<file path="config.mk">
export PLATFORM = sky130hd
export DESIGN_NAME = hsbd_front_flat
export DESIGN_NICKNAME = d
export VERILOG_FILES = /design/src/rtl/core/hsbd_pkg.sv /design/src/rtl/core/hsbd_if.sv /design/src/rtl/core/hsbd_front.sv /design/src/flat_wrapper.sv
export SDC_FILE = /design/constraint.sdc
export NUM_CORES = 1
export LEC_CHECK = 0
export ABC_AREA = 1
export BUFFER_PORTS_ARGS = -buffer_cell sky130_fd_sc_hd__buf_2
export CORE_UTILIZATION = 60
export CTS_BUF_LIST = sky130_fd_sc_hd__clkbuf_8
export DETAILED_ROUTE_END_ITERATION = 10
export GPL_ROUTABILITY_DRIVEN = 0
export PLACE_DENSITY = 0.92
export SLEW_MARGIN = 0
export SYNTH_ARGS = -nofsm -noshare
export SYNTH_HDL_FRONTEND = slang
export SYNTH_SLANG_ARGS = --single-unit
</file>
<file path="constraint.sdc">
create_clock -name i_clk -period 4.95 [get_ports i_clk]
set_input_delay 0.495 -clock i_clk [delete_from_list [all_inputs] [get_ports i_clk]]
set_output_delay 0.495 -clock i_clk [all_outputs]
set_load 0.02 [all_outputs]
</file>
<file path="src/rtl/core/hsbd_pkg.sv">
// Package: widths, constants, types and helpers of the half-scale box downsampler.
package hsbd_pkg;

    localparam int MaxWidth   = 4096;
    localparam int RowLimit   = 4096;
    localparam int StoreDepth = MaxWidth / 2;
    localparam int AddrW      = $clog2(StoreDepth);
    localparam int CntW       = AddrW + 1;
    localparam int DimW       = 13;
    localparam int ChanW      = 8;
    localparam int SumW       = ChanW + 1;
    localparam int NumChan    = 4;
    localparam int PairW      = NumChan * SumW;
    localparam int CfgIdxW    = 1;

    // register indexes of the configuration port
    typedef enum logic [CfgIdxW-1:0] {
        REG_IMAGE_WIDTH  = 1'b0,
        REG_IMAGE_HEIGHT = 1'b1
    } t_cfg_reg;

    typedef logic [NumChan-1:0][SumW-1:0] t_pair;

    // one emitting pixel handed from the front end to the output stage
    typedef struct packed {
        logic  valid;
        logic  use_above;
        logic  frame_end;
        t_pair pair;
    } t_issue;

    // last column/row index of a dimension: zero acts as one, large values clamp
    function automatic logic [CntW-1:0] last_index(input logic [DimW-1:0] v,
                                                   input logic [DimW-1:0] limit);
        logic [DimW-1:0] t;
        if (v == '0) begin
            t = DimW'(1);
        end else if (v > limit) begin
            t = limit;
        end else begin
            t = v;
        end
        last_index = CntW'(t - DimW'(1));
    endfunction

endpackage

</file>
<file path="src/rtl/core/hsbd_if.sv">
// Stream interfaces: input pixel channel and output pixel channel.
interface hsbd_in_if;
    logic       valid;
    logic       ready;
    logic [7:0] red;
    logic [7:0] green;
    logic [7:0] blue;
    logic [7:0] alpha;

    modport source (output valid, output red, output green, output blue, output alpha,
                    input ready);
    modport sink   (input valid, input red, input green, input blue, input alpha,
                    output ready);
endinterface


</file>
<file path="src/rtl/core/hsbd_front.sv">
// Front end: configuration, raster counters, pair sums and line store access.
module hsbd_front
    import hsbd_pkg::*;
(
    input  logic               i_clk,
    input  logic               i_rst_n,
    input  logic               i_cfg_we,
    input  logic [CfgIdxW-1:0] i_cfg_idx,
    input  logic [DimW-1:0]    i_cfg_data,
    hsbd_in_if.sink            i_pix,
    input  logic               i_take,
    output logic               o_wr_en,
    output logic [AddrW-1:0]   o_wr_addr,
    output logic [PairW-1:0]   o_wr_data,
    output logic               o_rd_en,
    output logic [AddrW-1:0]   o_rd_addr,
    output t_issue             o_issue
);

    logic [DimW-1:0] r_image_width;
    logic [DimW-1:0] r_image_height;
    logic [CntW-1:0] r_col, n_col;
    logic [CntW-1:0] r_row, n_row;
    t_pair           r_pair, n_pair;

    logic            acc;
    logic [CntW-1:0] col_last;
    logic [CntW-1:0] row_last;
    logic            last_col;
    logic            last_row;
    logic            pair_done;
    logic [NumChan-1:0][ChanW-1:0] pix;

    assign i_pix.ready = i_take;
    assign acc         = i_pix.valid && i_take;

    assign pix[0] = i_pix.red;
    assign pix[1] = i_pix.green;
    assign pix[2] = i_pix.blue;
    assign pix[3] = i_pix.alpha;

    assign col_last  = last_index(r_image_width, DimW'(MaxWidth));
    assign row_last  = last_index(r_image_height, DimW'(RowLimit));
    assign last_col  = r_col >= col_last;
    assign last_row  = r_row >= row_last;
    assign pair_done = r_col[0] || last_col;

    always_comb begin
        for (int c = 0; c < NumChan; c++) begin
            if (r_col[0]) begin
                n_pair[c] = r_pair[c] + {1'b0, pix[c]};
            end else begin
                n_pair[c] = {1'b0, pix[c]};
            end
        end
    end

    always_comb begin
        n_col = r_col;
        n_row = r_row;
        if (acc) begin
            if (last_col) begin
                n_col = '0;
                n_row = last_row ? '0 : r_row + CntW'(1);
            end else begin
                n_col = r_col + CntW'(1);
            end
        end
    end

    // even rows park the pair in the store; odd rows and a lone last row emit
    assign o_wr_en   = acc && pair_done && !r_row[0] && !last_row;
    assign o_wr_addr = r_col[CntW-1:1];
    assign o_wr_data = n_pair;
    assign o_rd_en   = acc && pair_done && r_row[0];
    assign o_rd_addr = r_col[CntW-1:1];

    assign o_issue.valid     = acc && pair_done && (r_row[0] || last_row);
    assign o_issue.use_above = r_row[0];
    assign o_issue.frame_end = last_col && last_row;
    assign o_issue.pair      = n_pair;

    always_ff @(posedge i_clk) begin
        if (!i_rst_n) begin
            r_image_width  <= DimW'(1);
            r_image_height <= DimW'(1);
            r_col          <= '0;
            r_row          <= '0;
            r_pair         <= '0;
        end else begin
            if (i_cfg_we) begin
                if (i_cfg_idx == REG_IMAGE_WIDTH) begin
                    r_image_width <= i_cfg_data;
                end
                if (i_cfg_idx == REG_IMAGE_HEIGHT) begin
                    r_image_height <= i_cfg_data;
                end
            end
            r_col <= n_col;
            r_row <= n_row;
            if (acc) begin
                r_pair <= n_pair;
            end
        end
    end

endmodule

</file>
<file path="src/flat_wrapper.sv">
// flat-port wrapper written by rule: the top's interface ports become plain ports
module hsbd_front_flat import hsbd_pkg::*;
  (i_clk, i_rst_n, i_cfg_we, i_cfg_idx, i_cfg_data, i_take, o_wr_en, o_wr_addr, o_wr_data, o_rd_en, o_rd_addr, o_issue, i_pix_valid, i_pix_red, i_pix_green, i_pix_blue, i_pix_alpha, i_pix_ready);
  hsbd_in_if i_pix_i ();
  input  logic i_clk;
  input  logic i_rst_n;
  input  logic i_cfg_we;
  input  logic [CfgIdxW-1:0] i_cfg_idx;
  input  logic [DimW-1:0] i_cfg_data;
  input  logic i_take;
  output logic o_wr_en;
  output logic [AddrW-1:0] o_wr_addr;
  output logic [PairW-1:0] o_wr_data;
  output logic o_rd_en;
  output logic [AddrW-1:0] o_rd_addr;
  output t_issue o_issue;
  input wire logic [$bits(i_pix_i.valid)-1:0] i_pix_valid;
  input wire logic [$bits(i_pix_i.red)-1:0] i_pix_red;
  input wire logic [$bits(i_pix_i.green)-1:0] i_pix_green;
  input wire logic [$bits(i_pix_i.blue)-1:0] i_pix_blue;
  input wire logic [$bits(i_pix_i.alpha)-1:0] i_pix_alpha;
  output wire logic [$bits(i_pix_i.ready)-1:0] i_pix_ready;
  assign i_pix_i.valid = i_pix_valid;
  assign i_pix_i.red = i_pix_red;
  assign i_pix_i.green = i_pix_green;
  assign i_pix_i.blue = i_pix_blue;
  assign i_pix_i.alpha = i_pix_alpha;
  assign i_pix_ready = i_pix_i.ready;
  hsbd_front u_core (.i_clk(i_clk), .i_rst_n(i_rst_n), .i_cfg_we(i_cfg_we), .i_cfg_idx(i_cfg_idx), .i_cfg_data(i_cfg_data), .i_pix(i_pix_i), .i_take(i_take), .o_wr_en(o_wr_en), .o_wr_addr(o_wr_addr), .o_wr_data(o_wr_data), .o_rd_en(o_rd_en), .o_rd_addr(o_rd_addr), .o_issue(o_issue));
endmodule
</file>
==> results.ini, run 1 <==
[floorplan]
die_h_um=110.9
initial_core_util_pct=62.02
coreArea_um2=11470
dieArea_um2=12290
die_w_um=110.9
placementRows=39
io_pins=151

[sta]
tightest_slew_ns=0.8236
rsz0062_at_grt=no
whs_ns=0.3640
fin_skew_ns=0.01230
finalSetupViolCount=0
relSlewSlack_pct=45.09
fin_crit_ns=4.070
min_period_over_period_pct=82.23
final-hold-violation-count=0
fmax_mhz=245.7
fin_setup_tns_ns=0
slew_viol_final=0

[logic_synthesis]
synthFlopType=dfxtp_1
ys_warn_count=0
postSynthAreaPerCell_um2=6.419
syn_nets=1223
ys_seq_area_share_pct=24.21
async_flop_share_pct=0
yosys-top-cells-area=dfxtp_1 (24%), nand2_1 (13%), ha_1 (11%)
synth_cells=1108
synth_area_um2=7112
synth_area_leader_cell=dfxtp_1
yosysUniqueCellTypes=39
synth.ff_latch_count=86
yosys.area.top_type_share_pct=24.21
synth_edf_count=0

[global_routing]
grt_pass1_vias=6274
grt-ovfl-total=0
antenna_found_initial=1
grt_usage_pct=27.20
grt_max_degree=66
grt_pass1_wl_um=27950

[worst_setup_path]
timing.rr.start=u_core.r_image_height[4]$_SDFFE_PN0P_
r2r_setup_slack_ns=1.64
r2r-end=u_core.r_row[0]$_SDFFE_PN0P_
critPathArrivalTime_ns=3.58
critical_path_class=reg2out
endpoint_kind=output port
cp.required_ns=4.45
start_kind=flop
critPathMaxFanout=12
r2r_cells=19

[route]
drtIter0Drc=566
wire_per_inst_um=12.64
drt_wl_total_um=16830
drtAntennaViolNets=0
vias=7182
drc=0
routed_via_density=5.396
drt-pass1-iter-count=5

[placed_design]
portBuffers=150
place_area_um2=7488
dp.cells=1315
dp_hpwl_um=12600

[clock_tree]
path_clk_slew_ns=0.10
clock_sinks=86
clock_latency_ns=0.37
cts.path.max_buffers=2
h-tree-depth=3
cts-buffers-inserted=9
hold_buffers=0
cts_tree=built
cts_root_buf=clkbuf_8
cts-resized-gates=0
post-cts-setup-buffers=0

[final_layout]
regArea_um2=1723
area_growth_pct=7.847
multi_input_comb_area_um2=4265
nets=1298
antennaDiodeCount=0
finalInstanceArea_um2=7670
fin_cells=1331
fin_util_pct=66.88
n_fill_cell=987
final_cell_mix=nand2_1 (238), nor2_1 (153), buf_2 (150), inv_1 (134), dfxtp_1 (85)
layout_commonest_cell=nand2_1
drive_gt1_share_pct=17.51

[power]
ir_drop_v=0.0001541
powerDensity_nw_per_um2=246.5
p_leak_nw=4.219

[flow_run]
cap_violations=0

[hold_path]
hp-start=i_cfg_data[10]
worstHoldPathType=in2reg
holdPathStages=3
hold_path_end=u_core.r_image_width[10]$_SDFFE_PN0P_

[outcome]
outcome=completed

-- worst max-delay path: stages (launching register included) --
cell	delay (ns)
dfxtp_1	0.40
nor2_1	0.07
nand2_1	0.09
inv_2	0.04
nand2_2	0.09
nand2_4	0.08
nand2_1	0.15
ha_1	0.25
nand2_1	0.12
nor2_2	0.15
xor2_1	0.18
ha_1	0.25
nand2_1	0.08
nor2_1	0.06
and2_1	0.15
nand2_1	0.06
nand4_1	0.43
nor3_1	0.35
buf_2	0.21
-- Yosys cell counts, drive strengths merged, types with 8 or more instances --
master / instances
o21ai: 80
xor2: 22
clkbuf: 14
nand2: 249
or2: 12
dfxtp: 86
nor2: 158
nand3: 65
a21oi: 68
inv: 140
buf: 77
ha: 60
nand3b: 8
nand4: 18
-- cells by family after synthesis --
logic type               share of synthesized area (%)
buffers and inverters                            15.82
flip-flops                                       24.21
AO/OA/AOI/OAI                                    13.04
adder cells (fa/ha/maj)                          11.68
XOR/XNOR                                         3.571
AND/OR/NAND/NOR                                  31.69
-- cell type report --
cell class	count	area share [%]
repair buffers	155	10.28
inverters	142	6.949
clock inverters	7	0.7504
flip-flops and latches	86	22.46
well taps	143	2.333
multi-input cells	789	55.61
clock buffers	9	1.615
-- where the power goes --
group	switching, W	internal (W)
clock	0.000294	0.000188
combinational	0.000428	0.000224
sequential	0.0000284	0.000728
total	0.000751	0.00114
-- worst max path at each step --
stage | from | end | slack, ns | depth (start not counted)
6_report | u_core.r_image_height[4]$_SDFFE_PN0P_ | o_wr_en | 0.88 | 18
2_1_floorplan | u_core.r_image_height[2]$_SDFFE_PN0P_ | o_wr_en | 1.69 | 18
5_1_grt | u_core.r_image_height[6]$_SDFFE_PN0P_ | o_wr_en | 0.56 | 18
3_3_place_gp | u_core.r_image_height[2]$_SDFFE_PN0P_ | o_wr_en | 1.47 | 20
4_1_cts | u_core.r_image_height[4]$_SDFFE_PN0P_ | o_wr_en | 0.89 | 18
3_5_place_dp | u_core.r_image_height[1]$_SDFFE_PN0P_ | o_wr_en | 1.31 | 18
-- per-layer routing --
layer  wire, µm  global-route usage (%)
met1       7444                   34.40
met4        297                   10.13
met2       8028                   46.96
met3       1045                   3.663
met5         13                       0
-- stage by stage --
stage	total power [W]	setup WS [ns]
detailed placement	0.001418	1.309
CTS	0.001892	0.8908
global route	0.002006	0.5621
global placement	0.001397	1.473
floorplan	0.001285	1.686
finish	0.001891	0.8795
-- state kept, by name (all words and copies together) (netlist names) --
name,flops
u_core.r_pair,36
u_core.r_image_height,13
u_core.r_image_width,13
u_core.r_col,12
u_core.r_row,12
No activity file was read; power rests on OpenSTA's default activity.
==> inputs of run 2 (changes only) <==
--- a/config.mk
+++ b/config.mk
@@ -7,11 +7,11 @@
 export LEC_CHECK = 0
 export ABC_AREA = 1
 export BUFFER_PORTS_ARGS = -buffer_cell sky130_fd_sc_hd__buf_2
-export CORE_UTILIZATION = 60
+export CORE_UTILIZATION = 52
 export CTS_BUF_LIST = sky130_fd_sc_hd__clkbuf_8
 export DETAILED_ROUTE_END_ITERATION = 10
 export GPL_ROUTABILITY_DRIVEN = 0
-export PLACE_DENSITY = 0.92
+export PLACE_DENSITY = 0.85
 export SLEW_MARGIN = 0
 export SYNTH_ARGS = -nofsm -noshare
 export SYNTH_HDL_FRONTEND = slang
==> constraint.sdc (replaced) <==
create_clock -name i_clk -period 3.3 [get_ports i_clk]
set_input_delay 0.33 -clock i_clk [delete_from_list [all_inputs] [get_ports i_clk]]
set_output_delay 0.33 -clock i_clk [all_outputs]
set_load 0.02 [all_outputs]
==> run 2 against run 1 <==
  * The run now ends with negative setup slack left
  * Final cell count is 4.3% higher
  * Core utilization is 4.4 points lower
  * Clock power rose by 54%
  * Via count grew 3.0%
  * First-iteration DRC count shrank 16%
  * Clock skew fell by 0.00072 ns
  * Global-route usage down 3.0 points
  * Combinational power rose by 75%
  * Cell area up 8.3%
  * Register-to-register slack got worse by 1.5 ns
  * Clock-buffer cell count rose by 1
  * Critical endpoint unchanged
  * Largest power group unchanged
  * Highest routed layer is now met4
==> results.ini, run 2 (synthesis results as in run 1) <==
[floorplan]
die_w_um=118.9
die_h_um=118.9
placementRows=42
io_pins=151
coreArea_um2=13300
initial_core_util_pct=53.49
dieArea_um2=14150

[final_layout]
area_growth_pct=16.75
top_regs=u_core.r_pair: 36 flops, u_core.r_image_height: 13 flops, u_core.r_image_width: 13 flops
top_register=u_core.r_pair
drive_gt1_share_pct=25.25
nets=1322
final_cell_mix=nand2_1 (222), buf_2 (147), nor2_1 (139), inv_1 (132), o21ai_0 (73)
fin_cells=1388
layout_commonest_cell=nand2_1
largest_register_ff_count=36
antennaDiodeCount=0

[sta]
relSlewSlack_pct=48.70
fmax_mhz=288.7
fin_setup_tns_ns=-0.5540
min_period_over_period_pct=105.0
rsz0062_at_grt=yes
fin_crit_ns=3.464
slew_viol_final=0
finalSetupViolCount=4
fin_skew_ns=0.01158
tightest_slew_ns=0.7666
timing.final.ws_setup_ns=-0.1643
final-hold-violation-count=0

[global_routing]
grt-ovfl-total=0
antenna_found_initial=0
grt_pass1_wl_um=28070
grt_usage_pct=24.21
grt_max_degree=49
grt_pass1_vias=6157

[worst_setup_path]
r2r-end=u_core.r_row[9]$_SDFFE_PN0P_
crit_path_end=o_wr_en
critPathMaxFanout=7
critical_path_class=reg2out
crit_start=u_core.r_image_width[5]$_SDFFE_PN0P_
start_kind=flop
r2r_cells=22
critPathArrivalTime_ns=3.13
timing.rr.start=u_core.r_image_width[5]$_SDFFE_PN0P_
cp.required_ns=2.97
endpoint_kind=output port
r2r_setup_slack_ns=0.10

[outcome]
violations=negative setup slack
outcome=finished, violations left

[power]
p_leak_nw=4.442
powerDensity_nw_per_um2=364.1
ir_drop_v=0.0002899

[clock_tree]
clock_latency_ns=0.39
hold_buffers=0
cts-buffers-inserted=9
cts.path.max_buffers=2
h-tree-depth=3
cts_tree=built
clock_sinks=86
cts_root_buf=clkbuf_8
path_clk_slew_ns=0.09

[route]
wl_met3_um=1032
top_layer_used=met4
drtIter0Drc=475
drtAntennaViolNets=0
drt_wl_total_um=18930
wl_met1_um=7933
wl_met2_um=9408
wire_per_inst_um=13.64
routed_via_density=5.328
drt-pass1-iter-count=5
drc=0
vias=7395

[placed_design]
place_ws_ns=0.1801
dp.cells=1351
portBuffers=150
dp_hpwl_um=12620

[hold_path]
worstHoldPathType=in2reg

[flow_run]
cap_violations=0

-- run 2: cell types whose count changed in the layout (fill, tap and decap cells not counted), moves of 5 or more --
cell     delta
nand2_2     +8
nor2_2      +5
buf_6       +5
nand2_4     +8
dfxtp_1    -19
nor2_4      +9
dfxtp_2    +10
dfxtp_4     +9
nand2_1    -16
buf_4      +22
a21oi_1     -5
nor2_1     -14
-- run 2: worst max-delay path: stages (launching register included) --
cell	delay [ns]
dfxtp_4	0.38
nor2_4	0.11
nand2_2	0.08
nor2_4	0.13
nand2_2	0.09
nand2_4	0.13
buf_6	0.15
nand2_4	0.06
nand3_4	0.08
xor2_1	0.17
inv_1	0.07
ha_1	0.28
nand2_1	0.08
nor2_2	0.18
and2_4	0.19
nand2_4	0.05
nand4_4	0.10
o21ai_4	0.09
nor3_1	0.14
buf_2	0.19
-- run 2: how the worst min path moves through the flow --
stage	from	to	slack, ns	cells past startpoint
floorplan	u_core.r_image_width[1]$_SDFFE_PN0P_	u_core.r_image_width[1]$_SDFFE_PN0P_	0.44	2
global placement	u_core.r_image_width[1]$_SDFFE_PN0P_	u_core.r_image_width[1]$_SDFFE_PN0P_	0.46	2
detailed placement	u_core.r_image_width[1]$_SDFFE_PN0P_	u_core.r_image_width[1]$_SDFFE_PN0P_	0.46	2
CTS	i_cfg_data[0]	u_core.r_image_height[0]$_SDFFE_PN1P_	0.18	3
global route	i_cfg_data[9]	u_core.r_image_height[9]$_SDFFE_PN0P_	0.19	3
finish	i_cfg_data[5]	u_core.r_image_width[5]$_SDFFE_PN0P_	0.20	3
-- run 2: repair_timing --
action | CTS | global route
resized for setup | 34 | 84
buffers inserted | 2 | 19
pin swaps | 10 | 48
setup endpoints to repair | 4 | 4
-- run 2: per-layer routing --
layer / vias up / GRT usage [%]
met5: - / 0
met4: 0 / 7.358
met3: 55 / 4.071
met2: 269 / 42.58
met1: 3378 / 30.05
li1: 3693 / -
-- run 2: power breakdown --
part	switching [W]	total (W)	internal, W	leakage (nW)
Combinational	0.000723	0.00114	0.000415	3.64
Sequential	0.0000506	0.00114	0.00109	0.714
Clock	0.000437	0.000743	0.000306	0.0914
-- run 2: layout make-up --
type	count	area (µm²)
multi-input cells	789	4593
clock inverters	6	52.55
fillers	1132	4992
clock buffers	10	137.6
inverters	142	535.5
well taps	176	220.2
flip-flops and latches	86	1769
repair buffers	179	994.7
-- run 2: through the flow --
stage / total power (W) / instance area, µm² / util, % / hold WS (ns)
2_1_floorplan: 0.001928 / 7112 / - / 0.4423
3_3_place_gp: 0.002108 / 7552 / 56.80 / 0.4581
3_5_place_dp: 0.002131 / 7552 / 56.80 / 0.4613
4_1_cts: 0.002901 / 7858 / 59.10 / 0.1847
5_1_grt: 0.003190 / 8303 / 62.45 / 0.1912
6_report: 0.003023 / 8303 / 62.45 / 0.2040
